<file path="config.mk">
export PLATFORM = sky130hd
export DESIGN_NAME = mptg_channel
export DESIGN_NICKNAME = d
export VERILOG_FILES = /design/src/hdl/multichannel_pulse_train_generator_top_assert.svh /design/src/hdl/mptg_pkg.sv /design/src/hdl/mptg_channel.sv
export SDC_FILE = /design/constraint.sdc
export NUM_CORES = 1
export LEC_CHECK = 0
export ABC_AREA = 1
export BUFFER_PORTS_ARGS = -buffer_cell sky130_fd_sc_hd__buf_2
export CAP_MARGIN = 20
export CORE_MARGIN = 4
export CORE_UTILIZATION = 55
export CTS_CLUSTER_DIAMETER = 100
export DETAILED_ROUTE_END_ITERATION = 7
export GPL_ROUTABILITY_DRIVEN = 1
export PLACE_DENSITY_LB_ADDON = 0.08
export SETUP_SLACK_MARGIN = 0.3
export SKIP_CTS_REPAIR_TIMING = 1
export SLEW_MARGIN = 20
export SYNTH_ARGS = -nofsm -noshare
export SYNTH_HDL_FRONTEND = slang
export SYNTH_SLANG_ARGS = --single-unit
</file>
<file path="constraint.sdc">
create_clock -name clk -period 3.9 [get_ports clk]
set_input_delay 0.78 -clock clk [delete_from_list [all_inputs] [get_ports clk]]
set_output_delay 0.78 -clock clk [all_outputs]
set_load 0.03 [all_outputs]
</file>
<file path="src/hdl/multichannel_pulse_train_generator_top_assert.svh">
// ----------------------------------------------------------------------------
// Pulse train generator assertion macros
// Shared property forms for the top level checks.
// ----------------------------------------------------------------------------
`ifndef MULTICHANNEL_PULSE_TRAIN_GENERATOR_TOP_ASSERT_SVH
`define MULTICHANNEL_PULSE_TRAIN_GENERATOR_TOP_ASSERT_SVH

// same-cycle implication
`define MPTG_ASSERT_NOW(label, ante, cons, msg) \
  label: assert property (@(posedge clk) disable iff (rst) (ante) |-> (cons)) \
    else $error(msg);

// next-cycle implication
`define MPTG_ASSERT_NEXT(label, ante, cons, msg) \
  label: assert property (@(posedge clk) disable iff (rst) (ante) |=> (cons)) \
    else $error(msg);

`endif

</file>
<file path="src/hdl/mptg_pkg.sv">
// ----------------------------------------------------------------------------
// Pulse train generator package
// Item types, operation codes, register indexes and defaults.
// ----------------------------------------------------------------------------
package mptg_pkg;

  localparam int COUNT_BITS_DEFAULT = 16;
  localparam int NUM_CHANNELS       = 4;
  localparam int PHASE_BITS         = 16;
  localparam int ADD_BITS           = 8;
  localparam int CFG_BITS           = 16;
  localparam int CFG_INDEX_BITS     = 1;

  localparam logic [1:0] OP_TICK  = 2'd0;
  localparam logic [1:0] OP_ADD   = 2'd1;
  localparam logic [1:0] OP_CLEAR = 2'd2;

  localparam logic [CFG_INDEX_BITS-1:0] REG_HIGH_TICKS   = 1'd0;
  localparam logic [CFG_INDEX_BITS-1:0] REG_PERIOD_TICKS = 1'd1;

  localparam logic [CFG_BITS-1:0] HIGH_TICKS_RESET   = 16'd10;
  localparam logic [CFG_BITS-1:0] PERIOD_TICKS_RESET = 16'd20;

  typedef struct packed {
    logic [1:0]          operation;
    logic [ADD_BITS-1:0] add_start;
    logic [ADD_BITS-1:0] add_stop;
    logic [ADD_BITS-1:0] add_switch;
    logic [ADD_BITS-1:0] add_freq;
  } in_item_t;

  typedef struct packed {
    logic level_start;
    logic level_stop;
    logic level_switch;
    logic level_freq;
    logic running;
  } out_item_t;

  typedef struct packed {
    logic load;
    logic tick;
    logic add;
    logic clr;
  } chan_ctrl_t;

  typedef struct packed {
    logic level_next;
    logic busy_next;
    logic busy;
  } chan_stat_t;

endpackage

</file>
<file path="src/hdl/mptg_channel.sv">
// ----------------------------------------------------------------------------
// Pulse train channel
// Pending count, phase counter and output level of one channel.
// ----------------------------------------------------------------------------
module mptg_channel
  import mptg_pkg::*;
#(
  parameter int COUNT_BITS = COUNT_BITS_DEFAULT
) (
  input  logic                  clk,
  input  logic                  rst,
  input  chan_ctrl_t            ctrl,
  input  logic [ADD_BITS-1:0]   add_count,
  input  logic [CFG_BITS-1:0]   high_ticks,
  input  logic [CFG_BITS-1:0]   period_ticks,
  output chan_stat_t            stat
);

  logic [COUNT_BITS-1:0] pending;
  logic [COUNT_BITS-1:0] pending_next;
  logic [PHASE_BITS-1:0] phase;
  logic [PHASE_BITS-1:0] phase_next;
  logic [PHASE_BITS-1:0] phase_inc;
  logic                  level;
  logic                  level_next;
  logic [COUNT_BITS:0]   sum;
  logic                  stepping;

  assign sum       = {1'b0, pending} + {{(COUNT_BITS + 1 - ADD_BITS){1'b0}}, add_count};
  assign phase_inc = phase + {{(PHASE_BITS - 1){1'b0}}, 1'b1};
  assign stepping  = ctrl.tick && (pending != '0);

  always_comb begin
    pending_next = pending;
    phase_next   = phase;
    level_next   = level;
    priority if (ctrl.clr) begin
      pending_next = '0;
      phase_next   = '0;
      level_next   = 1'b0;
    end else if (ctrl.add) begin
      pending_next = sum[COUNT_BITS] ? {COUNT_BITS{1'b1}} : sum[COUNT_BITS-1:0];
    end else if (stepping) begin
      if (!level && (phase < high_ticks)) begin
        level_next = 1'b1;
      end else if (level && (phase > high_ticks)) begin
        level_next = 1'b0;
      end
      if (phase_inc == period_ticks) begin
        phase_next   = '0;
        pending_next = pending - {{(COUNT_BITS - 1){1'b0}}, 1'b1};
      end else begin
        phase_next = phase_inc;
      end
    end
  end

  always_ff @(posedge clk) begin
    if (rst) begin
      pending <= '0;
      phase   <= '0;
      level   <= 1'b0;
    end else if (ctrl.load) begin
      pending <= pending_next;
      phase   <= phase_next;
      level   <= level_next;
    end
  end

  assign stat.level_next = level_next;
  assign stat.busy_next  = (pending_next != '0);
  assign stat.busy       = (pending != '0);

endmodule

</file>
# Word-level counts from Yosys, hierarchy flattened
# Index checks and enable logic that the tools add are counted.
dict set report totals {
  ff_bits 33
  latchBits 0
  ram_bits 0
  romBits 0
  input_bits 46
  out_inout_bits 3
  word_cells 32
  mem_count 0
}
dict set report classes {
  n_addsub 3
  mul 0
  n_div 0
  n_lt_le_gt_ge 2
  eq_ne 2
  shifts 0
  mux 14
  bitwise 0
  n_reduce_logical 8
}
# operator count
set op_table {}
lappend op_table {{16-bit 2-to-1 mux} 9}
lappend op_table {{16-bit nonzero test} 2}
lappend op_table {{16-bit by 8-bit adder with 17-bit output} 1}
lappend op_table {{16-bit by 1-bit adder with 16-bit output, second input constant} 1}
lappend op_table {{16-bit == test} 1}
lappend op_table {{16-bit greater-than comparator} 1}
lappend op_table {{16-bit less-than comparator} 1}
lappend op_table {{16-bit by 1-bit subtractor with 16-bit output, second input constant} 1}
lappend op_table {{1-bit 2-to-1 mux} 5}
lappend op_table {{1-bit logical AND} 3}
lappend op_table {{3-bit AND reduction} 1}
lappend op_table {{2-bit inequality test, second input constant} 1}
lappend op_table {{2-bit nonzero test} 1}
lappend op_table {{1-bit logical NOT} 1}

# Longest topological paths before layout
# Gate-level depths: netlist (run 1).
dict set report logic_depth {
  ltp_word 7
  ltp_mapped 22
  mapped_depth_nobuf 22
}

# Worst setup path before layout (run 1)
# OpenSTA, ideal clock, no wires.
dict set report synth_path {
  path_type {input to output}
  startpoint {input port add_count[0]}
  endpoint {output port stat[1] (netlist bit)}
  arrival_time_ns 3.015
  required_time_ns 3.120
  path_slack_ns 0.105
  stages 14
  n_path_buf 1
  cell_sequence {ha_1 -> fa_1 -> nand3_1 -> nand2_1 -> a21oi_1 -> o21ai_0 -> a31oi_1 -> clkbuf_1 -> a21oi_1 -> nand2_1 -> nand2_1 -> nand3b_1 -> nor2_1 -> nand2_1}
}
# element line
set synth_lines {}
lappend synth_lines {{start: declaration} mptg_channel.sv:13} ;# input logic [ADD_BITS-1:0] add_count,
lappend synth_lines {{end: declaration} mptg_channel.sv:16} ;# output chan_stat_t stat

==> results of run 1 <==
power groups by stage:
stage / sequential, W / clock (W) / combinational [W]
after floorplan: 0.000368 / 0 / 0.000196
after global routing: 0.000372 / 0.000373 / 0.000345
after global placement: 0.000377 / 0 / 0.000264
after detailed placement: 0.000376 / 0 / 0.000269
after CTS: 0.000369 / 0.000353 / 0.000270
final: 0.000371 / 0.000354 / 0.000308
layout by cell type, fill, tap and decap left out, types with 10 or more instances in the layout:
master and instances:
a21oi_1 54, buf_2 47, buf_4 24, dfxtp_1 22, dfxtp_2 10, ha_1 25
inv_1 84, nand2_1 169, nand2_2 21, nand3_1 73, nand4_1 19, nor2_1 41
nor2_2 11, nor2_4 11, nor3_1 10, o21ai_0 31, xor2_1 10
cell type report:
| class | count | share of cell area |
|---|---|---|
| inverter | 89 | 0.07241 |
| tap | 96 | 0.02584 |
| sequential | 33 | 0.1456 |
| clock buffer | 7 | 0.01857 |
| multi-input combinational | 521 | 0.6345 |
| timing repair buffer | 74 | 0.09664 |
| clock inverter | 1 | 0.006460 |
routing by layer:
metal  track usage  part of all wire
met1        0.3593              0.46
met3       0.03563             0.066
met4       0.06407             0.018
met5             0                 0
met2        0.4114              0.46
registers in the layout, summed over array words and instances, names as in the netlist:
| name | count |
|---|---|
| level | 1 |
| pending | 16 |
| phase | 16 |
kinds of logic after synthesis:
family	after synthesis
AO/OA/AOI/OAI	102
AND/OR/NAND/NOR	376
flip-flops	33
buffers and inverters	108
adder cells (fa/ha/maj)	28
XOR/XNOR	14
worst max path at each step:
stage,to,slack (ns)
after detailed placement,stat[1],-0.14
final,stat[1],0.15
after global placement,stat[1],-0.02
after floorplan,stat[1],0.33
after global routing,stat[1],-0.04
after CTS,stat[1],-0.16
worst reg2reg max path: stages, from the launching register on:
cell     delay (ns)
dfxtp_2        0.40
inv_1          0.10
ha_1           0.24
nand2_1        0.07
nor3_1         0.05
nand3_1        0.10
nand2_1        0.18
nor2_1         0.18
o21ai_1        0.07
buf_4          0.24
nor2_1         0.10
nand2_1        0.07
inv_1          0.43
nand3_1        0.15
a21oi_1        0.16
per-stage QoR:
stage                 util  power (W)
floorplan                -  0.0005636
CTS                 0.6348  0.0009918
finish              0.6842   0.001032
global placement    0.6177  0.0006403
detailed placement  0.6177  0.0006457
global route        0.6842   0.001089
==> reports/results.txt, run 1 <==
status: finished, final reports clean
Comb power frac: 0.298
hold path endpoint: phase[8]
Largest delay share family, worst path: adder cells
Initial Util: 0.5645
routability congestion estimate: 0.9097
post-synth top area cell: nand2_1
die area: 8372 µm²
Internal Power: 0.0006781 W
clk sinks: 33
EDFF count, synth: 0
crit path max-delay cell type: fa_2
PnR worst setup slack: 0.1486 ns
flop2flop setup slack: 1.28 ns
Synth Area in Compound Gates: 0.1390
multi-input logic area: 2949 µm²
Final #Nets: 798
power density cells: 222.1 nW/µm²
Leak: 2.166 nW
Placement Setup Slack: -0.1422 ns
crit path buf inv count: 4
non-filler cells, final: 821
worst hold slack: 0.5149 ns
GRT overflow: 0
Routed WL per cell: 13.88 µm
Post-Synth Adder-Cell Area: 0.09331
routed vias: 4,538
asr flop ratio synth: 0
R2R Path End: phase[7]
crit-path cells: buf_2 > ha_4 > fa_2 > nand3_2 > nand2_2 > a21oi_4 > o21ai_4 > a31oi_4 > buf_4 > buf_4 > a31oi_1 > nand2_1 > nand4_1 > nor2_2 > nand2_2 > buf_6
H-tree depth: 2
CTS tree: yes
Post-Synth Simple-Gate Area: 0.4519
Setup CP Type: in -> out
Yosys warnings: 0
sequential area share after synthesis: 0.1723
worst vdd ir: 0.0001635 V
Slew @ Worst Pin: 0.5689 ns
Worst Setup End Kind: output port
# rows: 30
fmax: 266.6 MHz
Clk pwr share: 0.343
HP Start: phase[8]
FF-to-FF Start: pending[0]
Critical Path Fanout Max: 4
count leader, synth: nand2_1
CP startpoint: add_count[0]
Initial DRC Count: 289
syn_nets: 735
largest net degree at the start of global routing: 36
RSZ-0062 raised after global routing: true
clk buf depth: 2
number of global-route vias before repair: 3,973
Area contributors post-synth: nand2_1 18%, dfxtp_1 17%, nand3_1 10%
crit path time final: 3.751 ns
DR pass1 iterations: 5
core area: 6794 µm²
synth-to-layout area growth: 21.21%
Post-Route WL: 11,400 µm
# placed instances: 797
Post-DP Area: 4197 µm²
DRC Markers: 0
Fill cells: 634
CTS clk-pin slew, worst paths: 0.07 ns
initial antenna violation count: 0
Synth Register Bits: 33
vias per cell: 5.527
syn avg cell area: 5.802 µm²
skew final: 0.006657 ns
first-pass GRT wire length: 17,800 µm
Routed Antenna Nets: 0
Critical Path AT: 2.97 ns
largest family of logic cells by synthesized area: simple AND/OR/NAND/NOR gates
Max Cap Viol: 0
Synth top area share: 0.1772
Antenna diodes: 0
Cell variety after synth: 34
share of layout cells above drive strength 1: 0.2234
Syn Inst Count: 661
sequential share of power: 0.359
worst r2r path cells: 14
Design Area, Final: 4648 µm²
# setup viols final: 0
DIE WIDTH: 91.50 µm
Worst Path Required: 3.12 ns
chip height: 91.50 µm
Slew HR: 0.6203
netlist area before placement: 3835 µm²
Setup TNS: 0 ns
multiplexer area fraction after synthesis: 0
crit path launch type: input port
Worst path max stage delay: 0.41 ns
Reg area: 676.9 µm²
hpwl dp: 8452 µm
crit share post-route: 0.9619
Root Driver: clkbuf_8
Slew Limit Fails: 0
Primary FF master, synth: dfxtp_1
final hold violations: 0
number of cells on the critical path: 16
Total GRT Usage: 0.2562
Switching Power: 0.0003544 W
Top-Level Pins: 49
hold depth: 2
IO Port Bufs: 48
Inserted Clock Buffers: 5
Synth Area in XOR/XNOR: 0.03197
Sw Ratio: 0.3432
clk_lat worst skew: 0.30 ns
Hold Path Class: reg -> reg
synth cell count leaders: 181 x nand2_1, 87 x inv_1, 78 x nand3_1
(Power assumes the default switching activity.)
==> inputs of run 2 (changes only) <==
- CORE_ASPECT_RATIO: not set -> 0.9
==> reports/results.txt, run 2 (same netlist as run 1, synthesis figures left out) <==
Leak: 2.100 nW
worst vdd ir: 0.0002056 V
H-tree depth: 2
routability congestion estimate: 0.9964
# setup viols final: 0
Post-Route WL: 11,360 µm
first-pass GRT wire length: 17,930 µm
Inserted Clock Buffers: 5
Setup CP Type: in -> out
synth-to-layout area growth: 17.32%
Root Driver: clkbuf_8
Routed Antenna Nets: 0
clk_lat worst skew: 0.30 ns
power density cells: 207.4 nW/µm²
clk sinks: 33
routed vias: 4,581
worst hold slack: 0.5246 ns
Critical Path Fanout Max: 5
vias per cell: 5.677
Slew @ Worst Pin: 0.5780 ns
RSZ-0062 raised after global routing: true
most frequent cells in the layout: 179 x nand2_1, 85 x inv_1, 76 x nand3_1, 53 x a21oi_1, 47 x buf_2
most common cell after layout, fill and taps aside: nand2_1
IO Port Bufs: 48
CTS clk-pin slew, worst paths: 0.07 ns
Slew HR: 0.6147
Routed WL per cell: 14.07 µm
met3 WL post-DR: 979 µm
Initial Util: 0.5731
chip height: 87.22 µm
# rows: 28
share of layout cells above drive strength 1: 0.1841
crit path time final: 3.821 ns
Antenna diodes: 0
status: finished, final reports clean
GRT overflow: 0
Total GRT Usage: 0.2688
worst r2r path cells: 14
uppermost layer routed: met4
hpwl dp: 8569 µm
DRC Markers: 0
Final #Nets: 790
crit share post-route: 0.9797
final hold violations: 0
WL met2: 5073 µm
crit path launch type: input port
hold depth: 2
Worst path max stage delay: 0.42 ns
number of global-route vias before repair: 3,917
Hold Path Class: reg -> reg
DR pass1 iterations: 5
WL met1: 5167 µm
Critical Path AT: 3.04 ns
largest net degree at the start of global routing: 36
final core utilization: 0.6724
initial antenna violation count: 0
core area: 6691 µm²
DIE WIDTH: 96.02 µm
Largest regs: pending: 16 flops, phase: 16 flops, level: 1 flops
Initial DRC Count: 423
Slew Limit Fails: 0
crit-path cells: buf_6 > ha_4 > fa_2 > nand3_2 > nand2_2 > a21oi_4 > o21ai_4 > a31oi_4 > inv_4 > o21ai_1 > inv_1 > nand2_1 > nand2_1 > inv_1 > nand3_1 > nor2_2 > nand2_2 > buf_6
clk buf depth: 2
fmax: 261.7 MHz
crit path max-delay cell type: fa_2
Final Power: 0.0009331 W
Top-Level Pins: 49
Max Cap Viol: 0
Worst Path Required: 3.12 ns
CTS tree: yes
Worst Setup End Kind: output port
skew final: 0.006821 ns
die area: 8374 µm²
==> run 2: critical path: cells and delay by family <==
kind,cells,cell delay [ns]
buffers and inverters,5,0.41
AND/OR/NAND/NOR,7,0.60
AO/OA/AOI/OAI,4,0.68
adder cells (fa/ha/maj),2,0.58
==> run 2: final timing paths <==
kind	from	endpoint	slack, ns
min reg2reg	phase[7]	phase[7]	0.52
min	phase[7]	phase[7]	0.52
max reg2reg	pending[0]	phase[14]	1.23
max	add_count[0]	stat[1]	0.08
==> run 2: power breakdown <==
group | internal (W) | switching [W]
sequential | 0.000349 | 0.0000214
clock | 0.000124 | 0.000143
combinational | 0.000114 | 0.000182
==> run 2: stage by stage <==
| stage | cell area (µm²) | instances | TNS (ns) | setup WS [ns] |
|---|---|---|---|---|
| final | 4499 | 807 | 0 | 0.07906 |
| after global routing | 4499 | 807 | -0.01535 | -0.01535 |
| after CTS | 4257 | 797 | -0.09364 | -0.09364 |
| after detailed placement | 4174 | 789 | -0.08977 | -0.08977 |
| after global placement | 4174 | 789 | 0 | 0.03773 |
| after floorplan | 3851 | 661 | 0 | 0.3326 |
==> run 2: area by class of cell <==
type                       instances  area, µm²
clock buffer                       6      72.57
timing repair buffer              67      412.9
tap                               90      112.6
sequential                        33      670.6
multi-input combinational        520       2884
fill                             610       2192
clock inverter                     2      10.01
inverter                          89      336.6
==> run 2: routing by layer <==
layer / track usage / vias up
li1: - / 2297
met1: 0.3952 / 2068
met2: 0.4157 / 197
met3: 0.03457 / 19
met4: 0.05943 / 0
met5: 0 / -
==> inputs of run 3 (changes only) <==
--- a/config.mk
+++ b/config.mk
@@ -15,5 +15,5 @@
 export DETAILED_ROUTE_END_ITERATION = 7
 export GPL_ROUTABILITY_DRIVEN = 1
-export PLACE_DENSITY_LB_ADDON = 0.08
+export PLACE_DENSITY = 0.76
 export SETUP_SLACK_MARGIN = 0.3
 export SKIP_CTS_REPAIR_TIMING = 1
==> constraint.sdc (replaced) <==
create_clock -name clk -period 3.9 [get_ports clk]
set_input_delay 0.78 -clock clk [delete_from_list [all_inputs] [get_ports clk]]
set_output_delay 0.78 -clock clk [all_outputs]
set_load 0.05 [all_outputs]
==> reports/results.txt, run 3 (same netlist as run 1, synthesis figures left out) <==
power density cells: 203.0 nW/µm²
clk buf depth: 2
FF-to-FF Start: pending[0]
largest net degree at the start of global routing: 36
skew final: 0.007479 ns
clk_lat worst skew: 0.30 ns
Routed Antenna Nets: 0
Inserted Clock Buffers: 5
Worst Path Required: 3.12 ns
CTS clk-pin slew, worst paths: 0.07 ns
DIE WIDTH: 96.02 µm
Critical Path AT: 3.03 ns
# setup viols final: 0
crit-path cells: buf_2 > ha_4 > fa_2 > nand3_2 > nand2_2 > a21oi_4 > o21ai_4 > a31oi_4 > inv_2 > nor2_1 > nand2_1 > nand3_1 > nand4_1 > nor2_2 > nand2_2 > buf_8
Sw Ratio: 0.3693
DRC Markers: 0
Leak: 2.172 nW
sequential share of power: 0.391
Routed WL per cell: 14.02 µm
synth-to-layout area growth: 21.27%
H-tree depth: 2
HP Start: phase[4]
initial antenna violation count: 0
hold path endpoint: phase[4]
crit share post-route: 0.9773
Total GRT Usage: 0.2773
crit path max-delay cell type: fa_2
chip height: 87.22 µm
worst vdd ir: 0.0002144 V
Worst Setup End Kind: output port
crit path time final: 3.811 ns
IO Port Bufs: 48
R2R Path End: phase[15]
DR pass1 iterations: 5
# rows: 28
hold depth: 2
routability congestion estimate: 0.9576
Top-Level Pins: 49
Comb power frac: 0.333
worst r2r path cells: 14
Worst path max stage delay: 0.36 ns
Slew HR: 0.6003
first-pass GRT wire length: 18,570 µm
Largest regs: pending: 16 flops, phase: 16 flops, level: 1 flops
Setup CP Type: in -> out
status: finished, final reports clean
Max Cap Viol: 0
most frequent cells in the layout: 170 x nand2_1, 85 x inv_1, 72 x nand3_1, 52 x a21oi_1, 48 x buf_2
routed vias: 4,584
flop2flop setup slack: 1.28 ns
vias per cell: 5.611
Final Power: 0.0009442 W
Post-DP Area: 4254 µm²
crit path launch type: input port
Internal Power: 0.0005955 W
die area: 8374 µm²
core area: 6691 µm²
final hold violations: 0
share of layout cells above drive strength 1: 0.2256
Clk pwr share: 0.276
Slew Limit Fails: 0
clk sinks: 33
fmax: 262.4 MHz
CTS tree: yes
Switching Power: 0.0003487 W
Initial Util: 0.5731
Root Driver: clkbuf_8
RSZ-0062 raised after global routing: true
Antenna diodes: 0
number of global-route vias before repair: 4,081
hpwl dp: 8675 µm
most common cell after layout, fill and taps aside: nand2_1
Final #Nets: 800
most frequent CP cell: nand2_2
GRT overflow: 0
Slew @ Worst Pin: 0.5989 ns
Hold Path Class: reg -> reg
Design Area, Final: 4651 µm²
Post-Route WL: 11,460 µm
Critical Path Fanout Max: 5
Initial DRC Count: 255
## run 3: cell count changes in the layout (fill, tap and decap cells not counted), sizes merged
cell,change
buf,+10
## run 3: power by group through the flow
stage	clock (W)	combinational [W]	sequential [W]
finish	0.000261	0.000314	0.000369
global route	0.000284	0.000351	0.000371
global placement	0	0.000277	0.000376
CTS	0.000266	0.000286	0.000368
floorplan	0	0.000201	0.000368
detailed placement	0	0.000284	0.000376
## run 3: routing by layer
layer	share of wire	wire, µm	vias up	track usage
met1	0.45	5122	2073	0.3934
met2	0.45	5105	180	0.4288
met3	0.090	1027	24	0.04927
met4	0.017	200	0	0.07623
li1	-	-	2307	-
met5	0	0	-	0
## run 3: worst max-delay path, delay by kind of cell
kind                     cells  cell delay, ns
buffers and inverters        3            0.37
AND/OR/NAND/NOR              8            0.85
adder cells (fa/ha/maj)      2            0.52
AO/OA/AOI/OAI                3            0.53
## run 3: worst max path at each step
stage            startpoint      end  slack [ns]  depth (start not counted)
2_1_floorplan  add_count[0]  stat[1]        0.31                         14
3_3_place_gp   add_count[0]  stat[1]       0.005                         18
3_5_place_dp   add_count[0]  stat[1]        -0.1                         18
4_1_cts        add_count[0]  stat[1]       -0.11                         18
5_1_grt        add_count[0]  stat[1]       -0.07                         16
6_report       add_count[0]  stat[1]        0.09                         16
## run 3: through the flow
stage | util | instances | setup TNS (ns) | hold slack (ns) | worst slack (ns)
floorplan | - | 661 | 0 | 0.4948 | 0.3107
global placement | 0.6358 | 796 | 0 | 0.5169 | 0.005361
detailed placement | 0.6358 | 796 | -0.09501 | 0.5185 | -0.09501
CTS | 0.6481 | 804 | -0.1061 | 0.5329 | -0.1061
global route | 0.6950 | 817 | -0.06829 | 0.5455 | -0.06829
finish | 0.6950 | 817 | 0 | 0.5225 | 0.08872
## run 3: layout make-up
type                    count  area [µm²]
clock buffers               6       72.57
clock inverters             2       10.01
fillers                   641        2041
inverters                  89       334.1
multi-input cells         520        2960
flip-flops and latches     33       676.9
well taps                  90       112.6
repair buffers             77       484.2
